**config.mk**
```make
export PLATFORM = sky130hd
export DESIGN_NAME = spi_flash_program_verify
export DESIGN_NICKNAME = d
export VERILOG_FILES = /design/src/rtl/sfpv_pkg.sv /design/src/rtl/sfpv_ram.sv /design/src/rtl/spi_flash_program_verify.sv
export SDC_FILE = /design/constraint.sdc
export NUM_CORES = 2
export LEC_CHECK = 0
export BUFFER_PORTS_ARGS = -buffer_cell sky130_fd_sc_hd__buf_2
export CORE_ASPECT_RATIO = 0.5
export CORE_UTILIZATION = 63
export CTS_CLUSTER_SIZE = 24
export DETAILED_ROUTE_END_ITERATION = 12
export PLACE_DENSITY_LB_ADDON = 0.25
export SKIP_CTS_REPAIR_TIMING = 1
export SLEW_MARGIN = 20
export SYNTH_ARGS = -nofsm -noshare
export SYNTH_HDL_FRONTEND = slang
export SYNTH_HIERARCHICAL = 1
export SYNTH_SLANG_ARGS = --single-unit
```
**constraint.sdc**
```tcl
create_clock -name clk -period 13.3 [get_ports clk]
set_input_delay 0.665 -clock clk [delete_from_list [all_inputs] [get_ports clk]]
set_output_delay 0.665 -clock clk [all_outputs]
set_load 0.01 [all_outputs]
```
**src/rtl/sfpv_pkg.sv**
```systemverilog
// Package for the SPI flash programmer: word types, opcodes and register indexes.
// No dependencies; imported by the top level, the checker and the testbench.
package sfpv_pkg;

  // Input word: one tick, one image byte delivery or a start request
  typedef struct packed {
    logic [1:0] action;
    logic [7:0] data_byte;
    logic       miso;
  } sfpv_in_t;

  // Result word: pin levels and status after the item
  typedef struct packed {
    logic cs_n;
    logic sclk;
    logic mosi;
    logic want_byte;
    logic busy_res;
    logic done_res;
    logic verify_failed;
  } sfpv_out_t;

  // Actions
  localparam logic [1:0] ACT_TICK  = 2'd0;
  localparam logic [1:0] ACT_BYTE  = 2'd1;
  localparam logic [1:0] ACT_START = 2'd2;

  // Configuration register indexes
  localparam logic REG_IMAGE_LENGTH = 1'b0;
  localparam logic REG_POLL_GAP     = 1'b1;

  // Flash opcodes
  localparam logic [7:0] OP_WREN  = 8'h06;
  localparam logic [7:0] OP_SE    = 8'hD8;
  localparam logic [7:0] OP_PP    = 8'h02;
  localparam logic [7:0] OP_READ  = 8'h03;
  localparam logic [7:0] OP_RDSR  = 8'h05;
  localparam logic [7:0] OP_RES   = 8'hAB;
  localparam logic [7:0] OP_DP    = 8'hB9;

  localparam logic [24:0] ADDR_LIMIT = 25'h100_0000;

endpackage

```
**src/rtl/sfpv_ram.sv**
```systemverilog
// Generic single-port-write, single-port-read RAM with registered read data.
// No dependencies.
module sfpv_ram #(
  parameter int WIDTH = 8,
  parameter int DEPTH = 256
) (
  input  logic                     clk,
  input  logic                     we,
  input  logic [$clog2(DEPTH)-1:0] waddr,
  input  logic [WIDTH-1:0]         wdata,
  input  logic [$clog2(DEPTH)-1:0] raddr,
  output logic [WIDTH-1:0]         rdata
);

  logic [WIDTH-1:0] mem [DEPTH];

  // Write port and registered read port
  always_ff @(posedge clk) begin
    if (we) begin
      mem[waddr] <= wdata;
    end
    rdata <= mem[raddr];
  end

endmodule

```
**src/rtl/spi_flash_program_verify.sv**
```systemverilog
// SPI NOR flash programmer: erase, page program and readback verify, one half-bit per tick.
// Depends on sfpv_pkg and sfpv_ram (page buffer).
// Results are registered in the output register, or in the skid register on a stall.
// Throughput: one word per cycle while in_stall is low; a two-entry output buffer takes
// one more word while a result waits. Reset (rst_n low, synchronous) returns to idle with
// cs_n high, sclk and mosi low; the page buffer is not cleared and needs no clearing pass.
module spi_flash_program_verify
  import sfpv_pkg::*;
#(
  parameter int PAGE_BYTES   = 256,
  parameter int SECTOR_BYTES = 65536
) (
  input  logic        clk,
  input  logic        rst_n,
  input  logic        in_valid,
  output logic        in_stall,
  input  sfpv_in_t    in_data,
  output logic        out_valid,
  input  logic        out_stall,
  output sfpv_out_t   out_data,
  input  logic        cfg_we,
  input  logic        cfg_index,
  input  logic [24:0] cfg_wdata
);

  localparam int PA_W = $clog2(PAGE_BYTES);
  localparam int PC_W = $clog2(PAGE_BYTES + 1);
  localparam int BI_W = $clog2(PAGE_BYTES + 5);

  typedef enum logic [3:0] {
    PH_IDLE, PH_WAKE, PH_E_WEN, PH_ERASE, PH_E_POLL, PH_E_GAP, PH_FILL,
    PH_P_WEN, PH_PROG, PH_P_POLL, PH_P_GAP, PH_READ, PH_SLEEP
  } phase_t;

  phase_t           phase_r, phase_nxt;
  logic [23:0]      addr_r, addr_nxt;
  logic [PC_W-1:0]  pc_r, pc_nxt;
  logic [BI_W-1:0]  bi_r, bi_nxt;
  logic [7:0]       so_r, so_nxt;
  logic [7:0]       si_r, si_nxt;
  logic [2:0]       bc_r, bc_nxt;
  logic             hb_r, hb_nxt;
  logic [23:0]      pt_r, pt_nxt;
  logic             mis_r, mis_nxt;
  logic             cs_r, cs_nxt, ck_r, ck_nxt, dt_r, dt_nxt;
  logic [24:0]      len_cfg_r;
  logic [23:0]      gap_cfg_r;

  logic             acc;
  logic             verify, done;
  logic [7:0]       ram_rdata;
  logic             ram_we;
  logic [PA_W-1:0]  ram_raddr;
  logic [BI_W-1:0]  rd_idx;
  sfpv_out_t        res;
  sfpv_out_t        out_r, skid_r;
  logic             out_v_r, skid_v_r;
  logic             out_fire, out_busy;

  assign acc = in_valid && !in_stall;

  // Page buffer, read address follows the next byte index so data lines up
  assign ram_we = acc && (in_data.action == ACT_BYTE) && (phase_r == PH_FILL) &&
                  (BI_W'(pc_r) > bi_r) && (bi_r < BI_W'(PAGE_BYTES));
  assign rd_idx    = bi_nxt - BI_W'(4);
  assign ram_raddr = rd_idx[PA_W-1:0];

  sfpv_ram #(.WIDTH(8), .DEPTH(PAGE_BYTES)) u_page (
    .clk   (clk),
    .we    (ram_we),
    .waddr (bi_r[PA_W-1:0]),
    .wdata (in_data.data_byte),
    .raddr (ram_raddr),
    .rdata (ram_rdata)
  );

  // Sequencer next state
  always_comb begin
    logic [24:0]     len;
    logic [BI_W-1:0] clen;
    logic [7:0]      op;
    logic [7:0]      tx;
    logic [24:0]     nx;
    logic [24:0]     rem;
    logic            do_sp;
    logic [23:0]     sp_addr;
    phase_t          ent;
    logic            do_ent;

    len = (len_cfg_r > ADDR_LIMIT) ? ADDR_LIMIT : len_cfg_r;
    phase_nxt = phase_r; addr_nxt = addr_r; pc_nxt = pc_r; bi_nxt = bi_r;
    so_nxt = so_r; si_nxt = si_r; bc_nxt = bc_r; hb_nxt = hb_r; pt_nxt = pt_r;
    mis_nxt = mis_r; cs_nxt = cs_r; ck_nxt = ck_r; dt_nxt = dt_r;
    verify = 1'b0; done = 1'b0;
    do_sp = 1'b0; sp_addr = addr_r; ent = phase_r; do_ent = 1'b0;
    op = OP_DP; tx = 8'h00; nx = 25'd0; rem = 25'd0;

    unique case (phase_r)
      PH_ERASE:             clen = BI_W'(4);
      PH_E_POLL, PH_P_POLL: clen = BI_W'(2);
      PH_PROG, PH_READ:     clen = BI_W'(pc_r) + BI_W'(4);
      default:              clen = BI_W'(1);
    endcase

    unique case (phase_r)
      PH_WAKE:             op = OP_RES;
      PH_E_WEN, PH_P_WEN:  op = OP_WREN;
      PH_ERASE:            op = OP_SE;
      PH_E_POLL, PH_P_POLL: op = OP_RDSR;
      PH_PROG:             op = OP_PP;
      PH_READ:             op = OP_READ;
      default:             op = OP_DP;
    endcase

    // Byte to transmit at position bi_r
    if (bi_r == '0) begin
      tx = op;
    end else if (phase_r == PH_E_POLL || phase_r == PH_P_POLL) begin
      tx = 8'h00;
    end else if (bi_r == BI_W'(1)) begin
      tx = addr_r[23:16];
    end else if (bi_r == BI_W'(2)) begin
      tx = addr_r[15:8];
    end else if (bi_r == BI_W'(3)) begin
      tx = addr_r[7:0];
    end else if (phase_r == PH_PROG) begin
      tx = ram_rdata;
    end

    if (acc) begin
      unique case (in_data.action)
        ACT_START: begin
          if (phase_r == PH_IDLE) begin
            addr_nxt = '0; mis_nxt = 1'b0;
            ent = PH_WAKE; do_ent = 1'b1;
          end
        end
        ACT_BYTE: begin
          if (ram_we) begin
            bi_nxt = bi_r + BI_W'(1);
            if (bi_nxt >= BI_W'(pc_r)) begin
              ent = PH_P_WEN; do_ent = 1'b1;
            end
          end
        end
        ACT_TICK: begin
          if (phase_r == PH_IDLE || phase_r == PH_FILL) begin
            cs_nxt = 1'b1; ck_nxt = 1'b0; dt_nxt = 1'b0;
          end else if (phase_r == PH_E_GAP || phase_r == PH_P_GAP) begin
            cs_nxt = 1'b1; ck_nxt = 1'b0; dt_nxt = 1'b0;
            if (pt_r == '0) begin
              ent = (phase_r == PH_E_GAP) ? PH_E_POLL : PH_P_POLL; do_ent = 1'b1;
            end else begin
              pt_nxt = pt_r - 24'd1;
            end
          end else if (bi_r >= clen) begin
            // Deselect tick, then decide on the next command
            cs_nxt = 1'b1; ck_nxt = 1'b0; dt_nxt = 1'b0;
            unique case (phase_r)
              PH_WAKE: begin
                addr_nxt = '0;
                ent = (len != '0) ? PH_E_WEN : PH_SLEEP; do_ent = 1'b1;
              end
              PH_E_WEN: begin ent = PH_ERASE;  do_ent = 1'b1; end
              PH_ERASE: begin ent = PH_E_POLL; do_ent = 1'b1; end
              PH_P_WEN: begin ent = PH_PROG;   do_ent = 1'b1; end
              PH_PROG:  begin ent = PH_P_POLL; do_ent = 1'b1; end
              PH_E_POLL, PH_P_POLL: begin
                if (si_r[0]) begin
                  pt_nxt = gap_cfg_r;
                  ent = (phase_r == PH_E_POLL) ? PH_E_GAP : PH_P_GAP; do_ent = 1'b1;
                end else if (phase_r == PH_P_POLL) begin
                  ent = PH_READ; do_ent = 1'b1;
                end else begin
                  nx = {1'b0, addr_r} + 25'(SECTOR_BYTES);
                  if (nx < len) begin
                    addr_nxt = nx[23:0];
                    ent = PH_E_WEN; do_ent = 1'b1;
                  end else begin
                    addr_nxt = '0; sp_addr = '0; do_sp = 1'b1;
                  end
                end
              end
              PH_READ: begin
                if (mis_r) begin
                  mis_nxt = 1'b0; verify = 1'b1;
                  ent = PH_P_WEN; do_ent = 1'b1;
                end else begin
                  nx = {1'b0, addr_r} + 25'(pc_r);
                  if (nx >= len) begin
                    ent = PH_SLEEP; do_ent = 1'b1;
                  end else begin
                    addr_nxt = nx[23:0]; sp_addr = nx[23:0]; do_sp = 1'b1;
                  end
                end
              end
              default: begin
                ent = PH_IDLE; do_ent = 1'b1; done = 1'b1;
              end
            endcase
          end else if (!hb_r) begin
            // First half of a bit: drive data, sample miso
            if (bc_r == 3'd7) begin
              so_nxt = tx;
            end
            si_nxt[bc_r] = in_data.miso;
            cs_nxt = 1'b0; ck_nxt = 1'b0; dt_nxt = so_nxt[bc_r];
            hb_nxt = 1'b1;
          end else begin
            // Second half: clock high, advance bit and byte
            cs_nxt = 1'b0; ck_nxt = 1'b1;
            hb_nxt = 1'b0;
            if (bc_r == 3'd0) begin
              bc_nxt = 3'd7;
              if (phase_r == PH_READ && bi_r >= BI_W'(4) &&
                  (bi_r - BI_W'(4)) < BI_W'(PAGE_BYTES) && ram_rdata != si_r) begin
                mis_nxt = 1'b1;
              end
              bi_nxt = bi_r + BI_W'(1);
            end else begin
              bc_nxt = bc_r - 3'd1;
            end
          end
        end
        default: begin
        end
      endcase
    end

    // Start of a page: sleep when past the image, else fill up to a page
    if (do_sp) begin
      if ({1'b0, sp_addr} >= len) begin
        ent = PH_SLEEP;
      end else begin
        rem = len - {1'b0, sp_addr};
        pc_nxt = (rem > 25'(PAGE_BYTES)) ? PC_W'(PAGE_BYTES) : rem[PC_W-1:0];
        ent = PH_FILL;
      end
      do_ent = 1'b1;
    end

    if (do_ent) begin
      phase_nxt = ent; bi_nxt = '0; bc_nxt = 3'd7; hb_nxt = 1'b0;
    end
  end

  // Result word
  always_comb begin
    res.cs_n          = cs_nxt;
    res.sclk          = ck_nxt;
    res.mosi          = dt_nxt;
    res.want_byte     = (phase_nxt == PH_FILL) && (bi_nxt < BI_W'(pc_nxt));
    res.busy_res      = (phase_nxt != PH_IDLE);
    res.done_res      = done;
    res.verify_failed = verify;
  end

  // State registers and configuration
  always_ff @(posedge clk) begin
    if (!rst_n) begin
      phase_r <= PH_IDLE; addr_r <= '0; pc_r <= '0; bi_r <= '0;
      so_r <= '0; si_r <= '0; bc_r <= 3'd7; hb_r <= 1'b0; pt_r <= '0;
      mis_r <= 1'b0; cs_r <= 1'b1; ck_r <= 1'b0; dt_r <= 1'b0;
      len_cfg_r <= '0; gap_cfg_r <= 24'd1000;
    end else begin
      phase_r <= phase_nxt; addr_r <= addr_nxt; pc_r <= pc_nxt; bi_r <= bi_nxt;
      so_r <= so_nxt; si_r <= si_nxt; bc_r <= bc_nxt; hb_r <= hb_nxt; pt_r <= pt_nxt;
      mis_r <= mis_nxt; cs_r <= cs_nxt; ck_r <= ck_nxt; dt_r <= dt_nxt;
      if (cfg_we) begin
        unique case (cfg_index)
          REG_IMAGE_LENGTH: len_cfg_r <= cfg_wdata;
          REG_POLL_GAP:     gap_cfg_r <= cfg_wdata[23:0];
        endcase
      end
    end
  end

  // Output register with skid stage
  assign out_fire = out_v_r && !out_stall;
  assign out_busy = out_v_r && !out_fire;
  assign in_stall = skid_v_r;

  always_ff @(posedge clk) begin
    if (!rst_n) begin
      out_v_r  <= 1'b0;
      skid_v_r <= 1'b0;
    end else begin
      if (out_fire) begin
        out_v_r  <= skid_v_r;
        skid_v_r <= 1'b0;
      end
      if (acc) begin
        if (out_busy) begin
          skid_v_r <= 1'b1;
        end else begin
          out_v_r <= 1'b1;
        end
      end
    end
  end

  always_ff @(posedge clk) begin
    if (out_fire && skid_v_r) begin
      out_r <= skid_r;
    end
    if (acc) begin
      if (out_busy) begin
        skid_r <= res;
      end else begin
        out_r <= res;
      end
    end
  end

  assign out_valid = out_v_r;
  assign out_data  = out_r;

endmodule

```
==> metrics.md <==
| Metric | Value |
|---|---|
| Mapped Nets | between 5000 and 6000 |
| M1 WL | 91200 um |
| 1st-iter DRT viols | 8191 |
| Commonest cells after routing, fill and taps aside | 2055 x edfxtp_1, 455 x mux4_2, 444 x nor2_1 |
| Routed WL per cell | approximately 33 um |
| Wire length on met3 | around 32000 um |
| Maximum buffer depth of the clock tree | 4 |
| Maximum clock rate | 0.0834 GHz |
| Ys flop type | edfxtp_1 |
| Most common cell after layout, fill and taps aside | edfxtp_1 |
| Inst Count DP | approximately 7400 |
| Final Max Tran Viols | 0 |
| Clk sinks | between 2000 and 2500 |
| Worst Max-Slew Pin Slew | around 1.3 ns |
| Min Hold Slack | approximately 0.13 ns |
| CP endpoint kind | register |
| Ys Warns | 6 |
| Antenna Nets Post-Route | 0 |
| Drt total wl | 252000 um |
| Worst Path Buf+Inv | 2 |
| Final Hold Vio Count | 0 |
| DR vias | around 55000 |
| DRC viols | 0 |
| Hold crit path type | input pin to register |
| Core ar. | between 0.1 and 0.15 mm2 |
| CTS tree | yes |
| Cells after synthesis | about 5600 |
| Post-DP HPWL | approximately 150000 um |
| CTS buffer count | roughly 190 |
| Pre-CTS setup slack | roughly 1.7 ns |
| Die Wd | roughly 550 um |
| Post-layout minimum cycle time | about 12 ns |
| Row count | just under 100 |
| DIE AREA | roughly 0.15 mm2 |
| Global-route wire length before repair | between 300000 and 400000 um |
| H-tree Lvls | 4 |
| Setup_tns | 0 ns |
| VDD IR-drop max | 0.123 mV |
| Final Cell Area | 0.101 mm2 |
| Top Ports | 51 |
| Max-Cap Viols | 0 |
| Placed cell area | between 0.09 and 0.1 mm2 |
| Skew-Pair Late Insertion Delay | 0.84 ns |
| Worst Hold Depth | 3 |
| Leak | approximately 31 nW |
| R2R Path Start | pc_r[0] |
| Pre-antenna DRT Iters | 6 |
| Slack of the critical path | 1.31 ns |
| Netlist Area Pre-Place | around 0.094 mm2 |
| PortBufs | 50 |
| EDFF count, synth | about 2100 |
| Layout cells sized above 1 | between 10% and 20% |
| RSZ-0062 raised after global routing | false |
| RePlAce Congestion | roughly 0.96 |
| Syn Area/Cell | approximately 17 um2 |
| Critical path's slowest cell | nor3_1 |
| Area delta synth->final | 8.12% |
| Gr ovfl total | 0 |
| Via/cell ratio | between 7 and 8 |
| Min-delay src | cfg_wdata[21] |
| Worst hold endpoint | gap_cfg_r[21] |
| Critical Path RT | 13.90 ns |
| Filler instances | just over 9000 |
| Initial core utilization | about 64% |
| R2R cell count | 45 |
| Clock Pin Slew Worst Setup and Hold Paths | roughly 0.07 ns |
| Reg2reg end | skid_r[3] |
| Vias in the first global route | approximately 54000 |
| Wire length on met2 | about 120000 um |
| Register area share after synthesis | roughly 69% |
| Top delay family on crit path | compound AO/OA/AOI/OAI gates |
| Post-synthesis async set-or-reset flop share | 0% |
| Power density of the placed cells | 132 mW/mm2 |
| Final std cells w/o fill | a little under 8000 |
| Antenna violations before repair | 15 |
| Critical path class | register to register |
| CTS root buf | clkbuf_16 |
| Largest net degree at the start of global routing | around 150 |
| Status | finished clean |
| Flops & latches, synth | between 2000 and 2500 |
| Nets | 5815 |
| Period utilization | 90.1% |
| Reg2Reg Setup Slack | about 1.3 ns |
| Worst slew margin | between 10 and 15% |
| Die Y | 275 um |
| Highest metal used | met5 |
| Critical Path Max Stage Delay | between 0.8 and 0.9 ns |
| Final setup fails | 0 |
| GRT Util Overall | around a third |
| Clock Skew | approximately 0.078 ns |
| Crit-path max FO | 18 |
| CP startpoint kind | register |
| Distinct cells, synth | about 110 |
| Data arrival, critical path | between 10 and 15 ns |
==> power breakdown <==
group | switching [W] | internal [W]
clock | 0.00248 | 0.00293
combinational | 0.000246 | 0.0000785
sequential | 0.0000102 | 0.00763
==> area by class of cell <==
| type | instances | area [um2] | share of cell area, % |
|---|---|---|---|
| multi-input cells | 2992 | 26500 | 26.2 |
| diodes | 5 | 12.5 | 0.0124 |
| clock buffers | 246 | 5080 | 5.02 |
| well taps | 1969 | 2460 | 2.43 |
| flip-flops and latches | 2222 | 65100 | 64.2 |
| inverters | 93 | 350 | 0.346 |
| clock inverters | 84 | 736 | 0.726 |
| repair buffers | 139 | 1080 | 1.07 |
==> synthesized netlist by cell type (50+ instances only) <==
library cell / n / area, um2
nand2_1: 296 / 1110
ha_1: 134 / 1680
mux4_2: 455 / 10200
nor3_1: 60 / 300
o21ai_0: 129 / 646
dfxtp_1: 167 / 3340
inv_1: 90 / 338
a22oi_1: 160 / 1200
nor4_1: 50 / 313
a21oi_1: 266 / 1330
edfxtp_1: 2055 / 61700
nand3_1: 98 / 490
mux2i_1: 159 / 1590
nor2_1: 449 / 1690
clkbuf_1: 208 / 781
nor2b_1: 50 / 313
a211oi_1: 54 / 405
==> worst register-to-register path: cells and delay by family, from the launching register on <==
kind                       cells  cell delay, ns
AOI/OAI and AO/OA             22            5.08
xor gates and xnor gates       1            0.31
adders and majority gates      5            1.66
buffers and inverters          2            0.39
DFF                            1            0.43
and+or+nand+nor               15            3.93
==> kinds of logic (layout without fill, tap and decap cells) <==
family	Yosys count	after routing	share of synthesized area, %
and+or+nand+nor	1228	1228	6.18
xor gates and xnor gates	66	66	0.617
DFF	2222	2222	69.4
buffers and inverters	432	562	2.46
adders and majority gates	136	136	1.83
AOI/OAI and AO/OA	942	942	6.72
muxes	620	620	12.7
other	0	5	0
==> flip-flops by register name (all words and copies together), names as in the netlist, 3 cells and up, named ones only <==
signal        flops
skid_r            7
bc_r              3
u_page/rdata      8
out_data          7
si_r              8
pc_r              9
pt_r             24
bi_r              9
phase_r           4
gap_cfg_r        24
u_page/mem     2048
len_cfg_r        25
addr_r           24
so_r              8
==> per-stage QoR <==
stage | power, W | utilization (%)
5_1_grt | 0.0137 | 69.0
6_report | 0.0134 | 69.1
4_1_cts | 0.0134 | 69.0
3_5_place_dp | 0.00811 | 65.0
2_1_floorplan | 0.00793 | -
3_3_place_gp | 0.00810 | 65.0
==> worst max path at each step <==
| stage | from | to | slack (ns) | cells past startpoint |
|---|---|---|---|---|
| 2_1_floorplan | pc_r[0] | skid_r[3] | 4.07 | 45 |
| 3_3_place_gp | pc_r[0] | skid_r[3] | 1.72 | 45 |
| 3_5_place_dp | pc_r[0] | skid_r[3] | 1.73 | 45 |
| 4_1_cts | pc_r[0] | skid_r[3] | 1.65 | 45 |
| 5_1_grt | pc_r[0] | skid_r[3] | 0.68 | 45 |
| 6_report | pc_r[0] | skid_r[3] | 1.31 | 45 |
==> layer usage <==
| metal | vias to the layer above | global-route usage [%] |
|---|---|---|
| li1 | 22587 | - |
| met1 | 27924 | 45.5 |
| met2 | 3904 | 52.7 |
| met3 | 689 | 8.86 |
| met4 | 14 | 13.9 |
| met5 | - | 0 |
No activity file was read; power rests on OpenSTA's default activity.
